File: src/rtl/kbs_pkg.sv
package kbs_pkg;

	typedef logic signed [31:0] time_t;

	localparam int TIME_W  = 32;
	localparam int OIDX_W  = 6;
	localparam int KIND_W  = 2;
	localparam int ACT_W   = 2;

	localparam logic [ACT_W-1:0] ACT_CLEAR  = 2'd0;
	localparam logic [ACT_W-1:0] ACT_APPEND = 2'd1;
	localparam logic [ACT_W-1:0] ACT_QUERY  = 2'd2;

	localparam logic [KIND_W-1:0] KIND_NORMAL  = 2'd0;
	localparam logic [KIND_W-1:0] KIND_STATIC  = 2'd1;
	localparam logic [KIND_W-1:0] KIND_DEFAULT = 2'd2;
	localparam logic [KIND_W-1:0] KIND_WRAP    = 2'd3;

endpackage

File: src/rtl/kbs_mem.sv
module kbs_mem
	import kbs_pkg::*;
#(
	parameter int DEPTH = 64,
	parameter int AW    = 6
) (
	input  logic          clk,
	input  logic          we,
	input  logic [AW-1:0] waddr,
	input  time_t         wdata,
	input  logic [AW-1:0] raddr,
	output time_t         rdata
);

	time_t mem [DEPTH];

	always_ff @(posedge clk) begin
		if (we) begin
			mem[waddr] <= wdata;
		end
	end

	always_ff @(posedge clk) begin
		rdata <= mem[raddr];
	end

endmodule

File: src/rtl/kbs_rem.sv
module kbs_rem
	import kbs_pkg::*;
(
	input  logic  clk,
	input  logic  arst_n,
	input  logic  start,
	input  time_t dividend,
	input  time_t divisor,
	output logic  done,
	output time_t rem
);

	logic [TIME_W-1:0] q_q;
	logic [TIME_W-1:0] d_q;
	logic [TIME_W-1:0] r_q;
	logic              neg_q;
	logic              busy_q;
	logic              done_q;
	logic [4:0]        cnt_q;
	logic [TIME_W:0]   sh;
	logic [TIME_W:0]   diff;
	logic [TIME_W-1:0] r_next;
	logic [TIME_W-1:0] mag_a;
	logic [TIME_W-1:0] mag_b;

	assign mag_a = dividend[TIME_W-1] ? (TIME_W'(0) - dividend) : dividend;
	assign mag_b = divisor[TIME_W-1] ? (TIME_W'(0) - divisor) : divisor;

	// one restoring step: shift in the next dividend bit, subtract if it fits
	always_comb begin
		sh     = {r_q, q_q[TIME_W-1]};
		diff   = sh - {1'b0, d_q};
		r_next = (sh >= {1'b0, d_q}) ? diff[TIME_W-1:0] : sh[TIME_W-1:0];
	end

	always_ff @(posedge clk or negedge arst_n) begin
		if (!arst_n) begin
			busy_q <= 1'b0;
			done_q <= 1'b0;
			cnt_q  <= '0;
		end else if (start) begin
			busy_q <= 1'b1;
			done_q <= 1'b0;
			cnt_q  <= '0;
		end else if (busy_q) begin
			cnt_q <= cnt_q + 5'd1;
			if (cnt_q == 5'd31) begin
				busy_q <= 1'b0;
				done_q <= 1'b1;
			end
		end else begin
			done_q <= 1'b0;
		end
	end

	always_ff @(posedge clk) begin
		if (start) begin
			q_q   <= mag_a;
			d_q   <= mag_b;
			r_q   <= '0;
			neg_q <= dividend[TIME_W-1];
		end else if (busy_q) begin
			r_q <= r_next;
			q_q <= {q_q[TIME_W-2:0], 1'b0};
		end
	end

	// remainder takes the sign of the dividend
	assign rem  = neg_q ? (TIME_W'(0) - r_q) : r_q;
	assign done = done_q;

endmodule

File: src/rtl/keyframe_bracket_search.sv
// Keyframe bracket search.
// Input words arrive on s_tvalid/s_tready: s_tuser carries the action
// (clear, append, query) and the NaN flag, s_tdata the Q16.16 time.
// Clear and append give no output word. An append to a
// full table is dropped.
// A query gives one output word on m_tvalid/m_tready: m_tuser is the result
// kind, m_tdata the two key indices and the wrapped time.
// A NaN query or one against an empty table goes straight to the finish state;
// one with a zero last time first reads the last key. Otherwise the query reads
// the last key, runs a 32-step restoring remainder and then scans the key store
// through its single read port, one entry per cycle.
// One item is in work at a time; s_tready is high only when no item is
// in work. A finished result waits in the output register while the
// receiver stalls; a query that completes behind it holds until the word
// is taken.
// Reset empties the table and drops any pending output; the store contents
// are left as they are and are never read before being written.
module keyframe_bracket_search
	import kbs_pkg::*;
#(
	parameter int MAX_KEYS = 64
) (
	input  logic        clk,
	input  logic        arst_n,
	input  logic        s_tvalid,
	output logic        s_tready,
	input  logic [31:0] s_tdata,  // [31:0] time_value
	input  logic [2:0]  s_tuser,  // [1:0] action, [2] query_not_a_number
	output logic        m_tvalid,
	input  logic        m_tready,
	output logic [47:0] m_tdata,  // [5:0] first_index, [11:6] second_index,
	                              // [43:12] wrapped_time, [47:44] zero
	output logic [1:0]  m_tuser   // [1:0] result_kind
);

	localparam int IDX_W = (MAX_KEYS > 1) ? $clog2(MAX_KEYS) : 1;
	localparam int CNT_W = $clog2(MAX_KEYS + 1);
	localparam logic [CNT_W-1:0] MAX_CNT = CNT_W'(MAX_KEYS);

	localparam logic [2:0] ST_IDLE = 3'd0;
	localparam logic [2:0] ST_LAST = 3'd1;
	localparam logic [2:0] ST_DIV  = 3'd2;
	localparam logic [2:0] ST_SCAN = 3'd3;
	localparam logic [2:0] ST_FIN  = 3'd4;

	logic [2:0]       state_q;
	logic [CNT_W-1:0] key_count_q;
	logic [CNT_W-1:0] cnt_m1;
	logic [IDX_W-1:0] last_idx;
	logic [CNT_W-1:0] scan_idx_q;
	logic             cmp_vld_s1;
	logic [IDX_W-1:0] cmp_idx_s1;
	time_t            qtime_q;
	time_t            wt_q;
	logic [IDX_W-1:0] x_q;
	logic [IDX_W-1:0] y_q;
	logic             found_q;
	logic             before_q;

	logic [KIND_W-1:0] res_kind_q;
	logic [IDX_W-1:0]  res_first_q;
	logic [IDX_W-1:0]  res_second_q;
	time_t             res_time_q;

	logic              m_tvalid_q;
	logic [KIND_W-1:0] out_kind_q;
	logic [OIDX_W-1:0] out_first_q;
	logic [OIDX_W-1:0] out_second_q;
	time_t             out_time_q;

	logic              accept;
	logic [ACT_W-1:0]  action;
	logic              is_nan;
	time_t             in_time;
	logic              mem_we;
	logic [IDX_W-1:0]  mem_raddr;
	time_t             mem_rdata;
	logic              rem_start;
	logic              rem_done;
	time_t             rem_val;
	logic              ge;
	logic              le;
	logic [IDX_W-1:0]  x_next;
	logic [IDX_W-1:0]  y_next;
	logic              found_next;
	logic              before_next;
	logic [IDX_W+OIDX_W-1:0] first_ext;
	logic [IDX_W+OIDX_W-1:0] second_ext;

	assign action  = s_tuser[1:0];
	assign is_nan  = s_tuser[2];
	assign in_time = s_tdata;

	assign s_tready = (state_q == ST_IDLE);
	assign accept   = s_tvalid && s_tready;
	assign cnt_m1   = key_count_q - CNT_W'(1);
	assign last_idx = cnt_m1[IDX_W-1:0];

	assign mem_we    = accept && (action == ACT_APPEND) && (key_count_q < MAX_CNT);
	assign mem_raddr = (state_q == ST_SCAN) ? scan_idx_q[IDX_W-1:0] : last_idx;

	kbs_mem #(
		.DEPTH (MAX_KEYS),
		.AW    (IDX_W)
	) u_mem (
		.clk   (clk),
		.we    (mem_we),
		.waddr (key_count_q[IDX_W-1:0]),
		.wdata (in_time),
		.raddr (mem_raddr),
		.rdata (mem_rdata)
	);

	assign rem_start = (state_q == ST_LAST) && (mem_rdata != '0);

	kbs_rem u_rem (
		.clk      (clk),
		.arst_n   (arst_n),
		.start    (rem_start),
		.dividend (qtime_q),
		.divisor  (mem_rdata),
		.done     (rem_done),
		.rem      (rem_val)
	);

	// fold the entry now on the read port into the bracket
	always_comb begin
		ge          = (mem_rdata >= wt_q);
		le          = (mem_rdata <= wt_q);
		x_next      = x_q;
		found_next  = found_q;
		y_next      = y_q;
		before_next = before_q;
		if (cmp_vld_s1) begin
			if (ge && !found_q) begin
				x_next     = cmp_idx_s1;
				found_next = 1'b1;
			end
			if (le) begin
				y_next = cmp_idx_s1;
			end
			if (cmp_idx_s1 == '0) begin
				before_next = (mem_rdata > wt_q);
			end
		end
	end

	always_ff @(posedge clk or negedge arst_n) begin
		if (!arst_n) begin
			state_q     <= ST_IDLE;
			key_count_q <= '0;
			cmp_vld_s1  <= 1'b0;
			m_tvalid_q  <= 1'b0;
		end else begin
			if (state_q == ST_FIN && (!m_tvalid_q || m_tready)) begin
				m_tvalid_q <= 1'b1;
			end else if (m_tvalid_q && m_tready) begin
				m_tvalid_q <= 1'b0;
			end
			case (state_q)
				ST_IDLE: begin
					if (accept) begin
						case (action)
							ACT_CLEAR: begin
								key_count_q <= '0;
							end
							ACT_APPEND: begin
								if (key_count_q < MAX_CNT) begin
									key_count_q <= key_count_q + CNT_W'(1);
								end
							end
							ACT_QUERY: begin
								if (is_nan || key_count_q == '0) begin
									state_q <= ST_FIN;
								end else begin
									state_q <= ST_LAST;
								end
							end
							default: begin
							end
						endcase
					end
				end
				ST_LAST: begin
					state_q <= (mem_rdata == '0) ? ST_FIN : ST_DIV;
				end
				ST_DIV: begin
					if (rem_done) begin
						state_q <= ST_SCAN;
					end
				end
				ST_SCAN: begin
					if (cmp_vld_s1 && cmp_idx_s1 == last_idx) begin
						cmp_vld_s1 <= 1'b0;
						state_q    <= ST_FIN;
					end else begin
						cmp_vld_s1 <= (scan_idx_q < key_count_q);
					end
				end
				ST_FIN: begin
					if (!m_tvalid_q || m_tready) begin
						state_q <= ST_IDLE;
					end
				end
				default: begin
					state_q <= ST_IDLE;
				end
			endcase
		end
	end

	always_ff @(posedge clk) begin
		case (state_q)
			ST_IDLE: begin
				qtime_q      <= in_time;
				res_first_q  <= '0;
				res_second_q <= '0;
				res_time_q   <= '0;
				res_kind_q   <= (is_nan && key_count_q == CNT_W'(1)) ? KIND_STATIC
				                                                     : KIND_DEFAULT;
			end
			ST_LAST: begin
				res_kind_q <= KIND_DEFAULT;
			end
			ST_DIV: begin
				wt_q       <= rem_val;
				scan_idx_q <= '0;
				x_q        <= last_idx;
				y_q        <= '0;
				found_q    <= 1'b0;
				before_q   <= 1'b0;
			end
			ST_SCAN: begin
				if (scan_idx_q < key_count_q) begin
					cmp_idx_s1 <= scan_idx_q[IDX_W-1:0];
					scan_idx_q <= scan_idx_q + CNT_W'(1);
				end
				x_q      <= x_next;
				y_q      <= y_next;
				found_q  <= found_next;
				before_q <= before_next;
				if (before_next) begin
					res_kind_q   <= KIND_WRAP;
					res_first_q  <= last_idx;
					res_second_q <= '0;
				end else begin
					res_kind_q   <= KIND_NORMAL;
					res_first_q  <= x_next;
					res_second_q <= y_next;
				end
				res_time_q <= wt_q;
			end
			ST_FIN: begin
				if (!m_tvalid_q || m_tready) begin
					out_kind_q   <= res_kind_q;
					out_first_q  <= first_ext[OIDX_W-1:0];
					out_second_q <= second_ext[OIDX_W-1:0];
					out_time_q   <= res_time_q;
				end
			end
			default: begin
			end
		endcase
	end

	// report indices in their low six bits whatever the table depth
	assign first_ext  = {{OIDX_W{1'b0}}, res_first_q};
	assign second_ext = {{OIDX_W{1'b0}}, res_second_q};

	assign m_tvalid = m_tvalid_q;
	assign m_tuser  = out_kind_q;
	assign m_tdata  = {4'b0000, out_time_q, out_second_q, out_first_q};

`ifndef SYNTHESIS
	a_count_bound: assert property (@(posedge clk) disable iff (!arst_n)
		key_count_q <= MAX_CNT)
		else $error("key count above table depth");

	a_scan_in_range: assert property (@(posedge clk) disable iff (!arst_n)
		cmp_vld_s1 |-> ({1'b0, cmp_idx_s1} < {1'b0, key_count_q}))
		else $error("scan compares an entry beyond the stored keys");

	a_rem_done_in_div: assert property (@(posedge clk) disable iff (!arst_n)
		rem_done |-> (state_q == ST_DIV))
		else $error("remainder finished outside its wait state");

	a_start_from_last: assert property (@(posedge clk) disable iff (!arst_n)
		rem_start |=> (state_q == ST_DIV))
		else $error("remainder started without moving to its wait state");
`endif

endmodule

File: config.mk
export PLATFORM = sky130hd
export DESIGN_NAME = keyframe_bracket_search
export DESIGN_NICKNAME = d
export VERILOG_FILES = /design/src/rtl/kbs_pkg.sv /design/src/rtl/kbs_mem.sv /design/src/rtl/kbs_rem.sv /design/src/rtl/keyframe_bracket_search.sv
export SDC_FILE = /design/constraint.sdc
export NUM_CORES = 2
export LEC_CHECK = 0
export BUFFER_PORTS_ARGS = -buffer_cell sky130_fd_sc_hd__buf_2
export CAP_MARGIN = 5
export CORE_ASPECT_RATIO = 0.75
export CORE_UTILIZATION = 25
export DETAILED_ROUTE_END_ITERATION = 6
export GPL_TIMING_DRIVEN = 0
export PLACE_DENSITY = 0.47
export RECOVER_POWER = 50
export SKIP_CTS_REPAIR_TIMING = 1
export SYNTH_ARGS = -nofsm -noshare
export SYNTH_HDL_FRONTEND = slang
export SYNTH_SLANG_ARGS = --single-unit
File: constraint.sdc
create_clock -name clk -period 7 [get_ports clk]
set_input_delay 0.35 -clock clk [delete_from_list [all_inputs] [get_ports clk]]
set_output_delay 0.35 -clock clk [all_outputs]
set_load 0.1 [all_outputs]
==> results.sh <==
export IMPL_globalRouteOverflowTotal=0
export IMPL_num_rows=195
export IMPL_htree_levels=4
export IMPL_ys_warn_count=0
export IMPL_startpoint="key_count_q[0]"
export IMPL_fin_util=0.296
export IMPL_first_pass_iters=6
export IMPL_grt_max_degree=66
export IMPL_cts_tree="yes"
export IMPL_syn_inst=5074
export IMPL_clock_latency_ns=0.93
export IMPL_clk_path_buf_depth=4
export IMPL_status="complete, but fails checks"
export IMPL_ir_drop_mv=0.300
export IMPL_synth_main_ff_cell="edfxtp_1"
export IMPL_drive_above_1_share=0.202
export IMPL_fmax_mhz=145
export IMPL_grt_pass1_vias=49900
export IMPL_failed_checks="hold timing, capacitance limit, slew limit"
export IMPL_cts_made_buffers=229
export IMPL_place_gp_congestion=0.965
export IMPL_synthArstFlopShare=0.00799
export IMPL_die_area_mm2=0.382
export IMPL_dp_hpwl_um=212000
export IMPL_crit_required_ns=7.68
export IMPL_hold_viol=2
export IMPL_grt_use_total=0.154
export IMPL_maxSlewHeadroom=-1.86
export IMPL_nets=5656
export IMPL_syn_avg_cell_area_um2=18.7
export IMPL_synthesis_area_mm2=0.0950
export IMPL_yosys_register_bits=2379
export IMPL_p_leak_nw=34.5
export IMPL_port_buffers=85
export IMPL_yosysTopAreaCellShare=0.726
export IMPL_hp_start="s_tuser[0]"
export IMPL_chipWidth_um=714
export IMPL_regToRegStartpoint="key_count_q[0]"
export IMPL_wirelength_um=302000
export IMPL_skew_ns=0.121
export IMPL_power_mw=53.4
export IMPL_ys_types=72
export IMPL_hp_class="in -> reg"
export IMPL_grt_pass1_wl_um=413000
export IMPL_tightest_slew_ns=4.29
export IMPL_vias=51500
export IMPL_worst_hold_slack_ns=-0.0100
export IMPL_cp_max_fo=10
export IMPL_synth_common_cells="edfxtp_1 (2296), mux4_2 (512), nand2_1 (383)"
export IMPL_finalCriticalPeriod_ns=6.92
export IMPL_drt_antenna_violating_nets=0
export IMPL_root_buffer="clkbuf_16"
export IMPL_crit_type="reg -> reg"
export IMPL_core_mm2=0.377
export IMPL_setup_viol=0
export IMPL_start_util=0.252
export IMPL_synth_edf_count=2296
export IMPL_endpoint_kind="register"
export IMPL_drt_iter0_markers=6979
export IMPL_yosysMostFrequentCell="edfxtp_1"
export IMPL_period_share=0.988
export IMPL_wl_per_cell_um=28.1
export IMPL_ios=91
export IMPL_startpoint_type="register"
export IMPL_ys_seq_area_frac=0.744
export IMPL_clk_pin_slew_ns=0.07
export IMPL_grt_antenna_before_repair=54
export IMPL_power_density_mw_per_mm2=479
export IMPL_fp_dieH_um=536
export IMPL_drc=0
export IMPL_rsz0062_at_grt="true"
export IMPL_syn_to_final_growth_pct=17.6
export IMPL_clock_sinks=2379
export IMPL_yosysTopAreaCell="edfxtp_1"
export IMPL_slew_violations=2199
export IMPL_vias_per_cell=4.80
export IMPL_crit_arrival_ns=7.60
export IMPL_yosys_top_cells_area="edfxtp_1 (73%), mux4_2 (12%), nand2_1 (1.5%), dfxtp_1 (1.3%), a211oi_1 (1.3%)"
export IMPL_maxCapViolations=58
==> report_power, final <==
group	internal, mW	total (mW)	switching, mW
clock	6.70	12.2	5.48
sequential	16.8	17.5	0.671
combinational	7.29	23.8	16.5
total	30.8	53.4	22.7
==> routing by layer <==
layer / track usage / routed length (µm) / share of wire
met1: 0.243 / 145000 / 0.48
met2: 0.210 / 121000 / 0.40
met3: 0.0387 / 29100 / 0.096
met4: 0.0291 / 6160 / 0.020
met5: 0.000496 / 51 / 0.00017
==> metrics by stage <==
step	std cells	instance area [µm²]	setup slack, ns	setup TNS [ns]
2_1_floorplan	5077	95000	0.873	0
3_3_place_gp	10200	102000	-1.54	-2163.73
3_5_place_dp	10300	105000	-0.148	-0.543
4_1_cts	10700	112000	-0.172	-1.10
5_1_grt	10700	112000	-0.0967	-0.129
6_report	10700	112000	0.0822	0
==> worst paths after layout <==
kind                                   end  depth (start not counted)  slack [ns]
max                        u_mem.rdata[28]                         15        0.08
min                         key_count_q[2]                          3       -0.01
max reg2reg                u_mem.rdata[28]                         15        0.08
min reg2reg                 out_first_q[1]                          0        0.39
max in group asynchronous       cmp_vld_s1                          2        5.72
min in group asynchronous         m_tvalid                          2        0.36
==> worst max-delay path, stage by stage (launching register included) <==
cell and delay [ns]:
dfrtp_1 0.38, buf_2 0.27, clkinv_1 0.37, ha_1 0.38, xor2_1 0.21, nor2_1 0.25
o21bai_1 0.46, buf_2 0.55, clkbuf_1 0.46, buf_8 0.24, clkbuf_2 0.64, clkbuf_1 0.61
a211oi_1 0.47, a311oi_1 0.73, a21oi_1 0.08, a21oi_1 0.55
==> registers in the layout, summed over array words and instances, names as in the netlist, 7 cells and up <==
name         flops
wt_q            32
u_rem.q_q       32
u_mem.mem     2048
out_time_q      32
u_mem.rdata     32
key_count_q      7
scan_idx_q       7
u_rem.r_q       32
u_rem.d_q       32
qtime_q         32
res_time_q      32
==> logic make-up after synthesis <==
kind of cell / count (synthesis) / synth area share
AOI/OAI and AO/OA: 692 / 0.0491
and+or+nand+nor: 863 / 0.0421
xor gates and xnor gates: 128 / 0.0118
adders and majority gates: 80 / 0.0106
buffers and inverters: 380 / 0.0166
muxes: 551 / 0.126
other: 1 / 0.0000395
DFF: 2379 / 0.744
==> layout make-up <==
type | count | area (µm²)
diodes | 15 | 37.5
well taps | 5023 | 6280
repair buffers | 229 | 2450
clock inverters | 111 | 1070
multi-input cells | 2318 | 23500
inverters | 101 | 379
plain buffers | 279 | 1200
clock buffers | 289 | 6000
flip-flops and latches | 2379 | 70700
fillers | 37200 | 266000
==> cells in the final DEF, fill, tap and decap left out, drive strengths merged, types with 18 or more instances in the layout <==
master       Yosys  layout
edfxtp        2296    2296
clkbuf         177     570
mux4           512     512
nand2          383     383
buf            102     200
a211oi         179     179
nor2           176     176
a21oi          140     140
nor2b          136     136
o21ai          119     119
inv             99     106
xnor2           86      86
clkinv           2      81
ha              79      79
a31oi           70      70
dfxtp           64      64
a311oi          64      64
xor2            42      42
mux2i           38      38
or3             34      34
nand3           29      29
dlygate4sd3      0      27
o31ai           27      27
a21o            26      26
nor3            21      21
dfrtp           19      19
bufinv           0      18
Note: power is estimated with default switching activity, not from simulation.
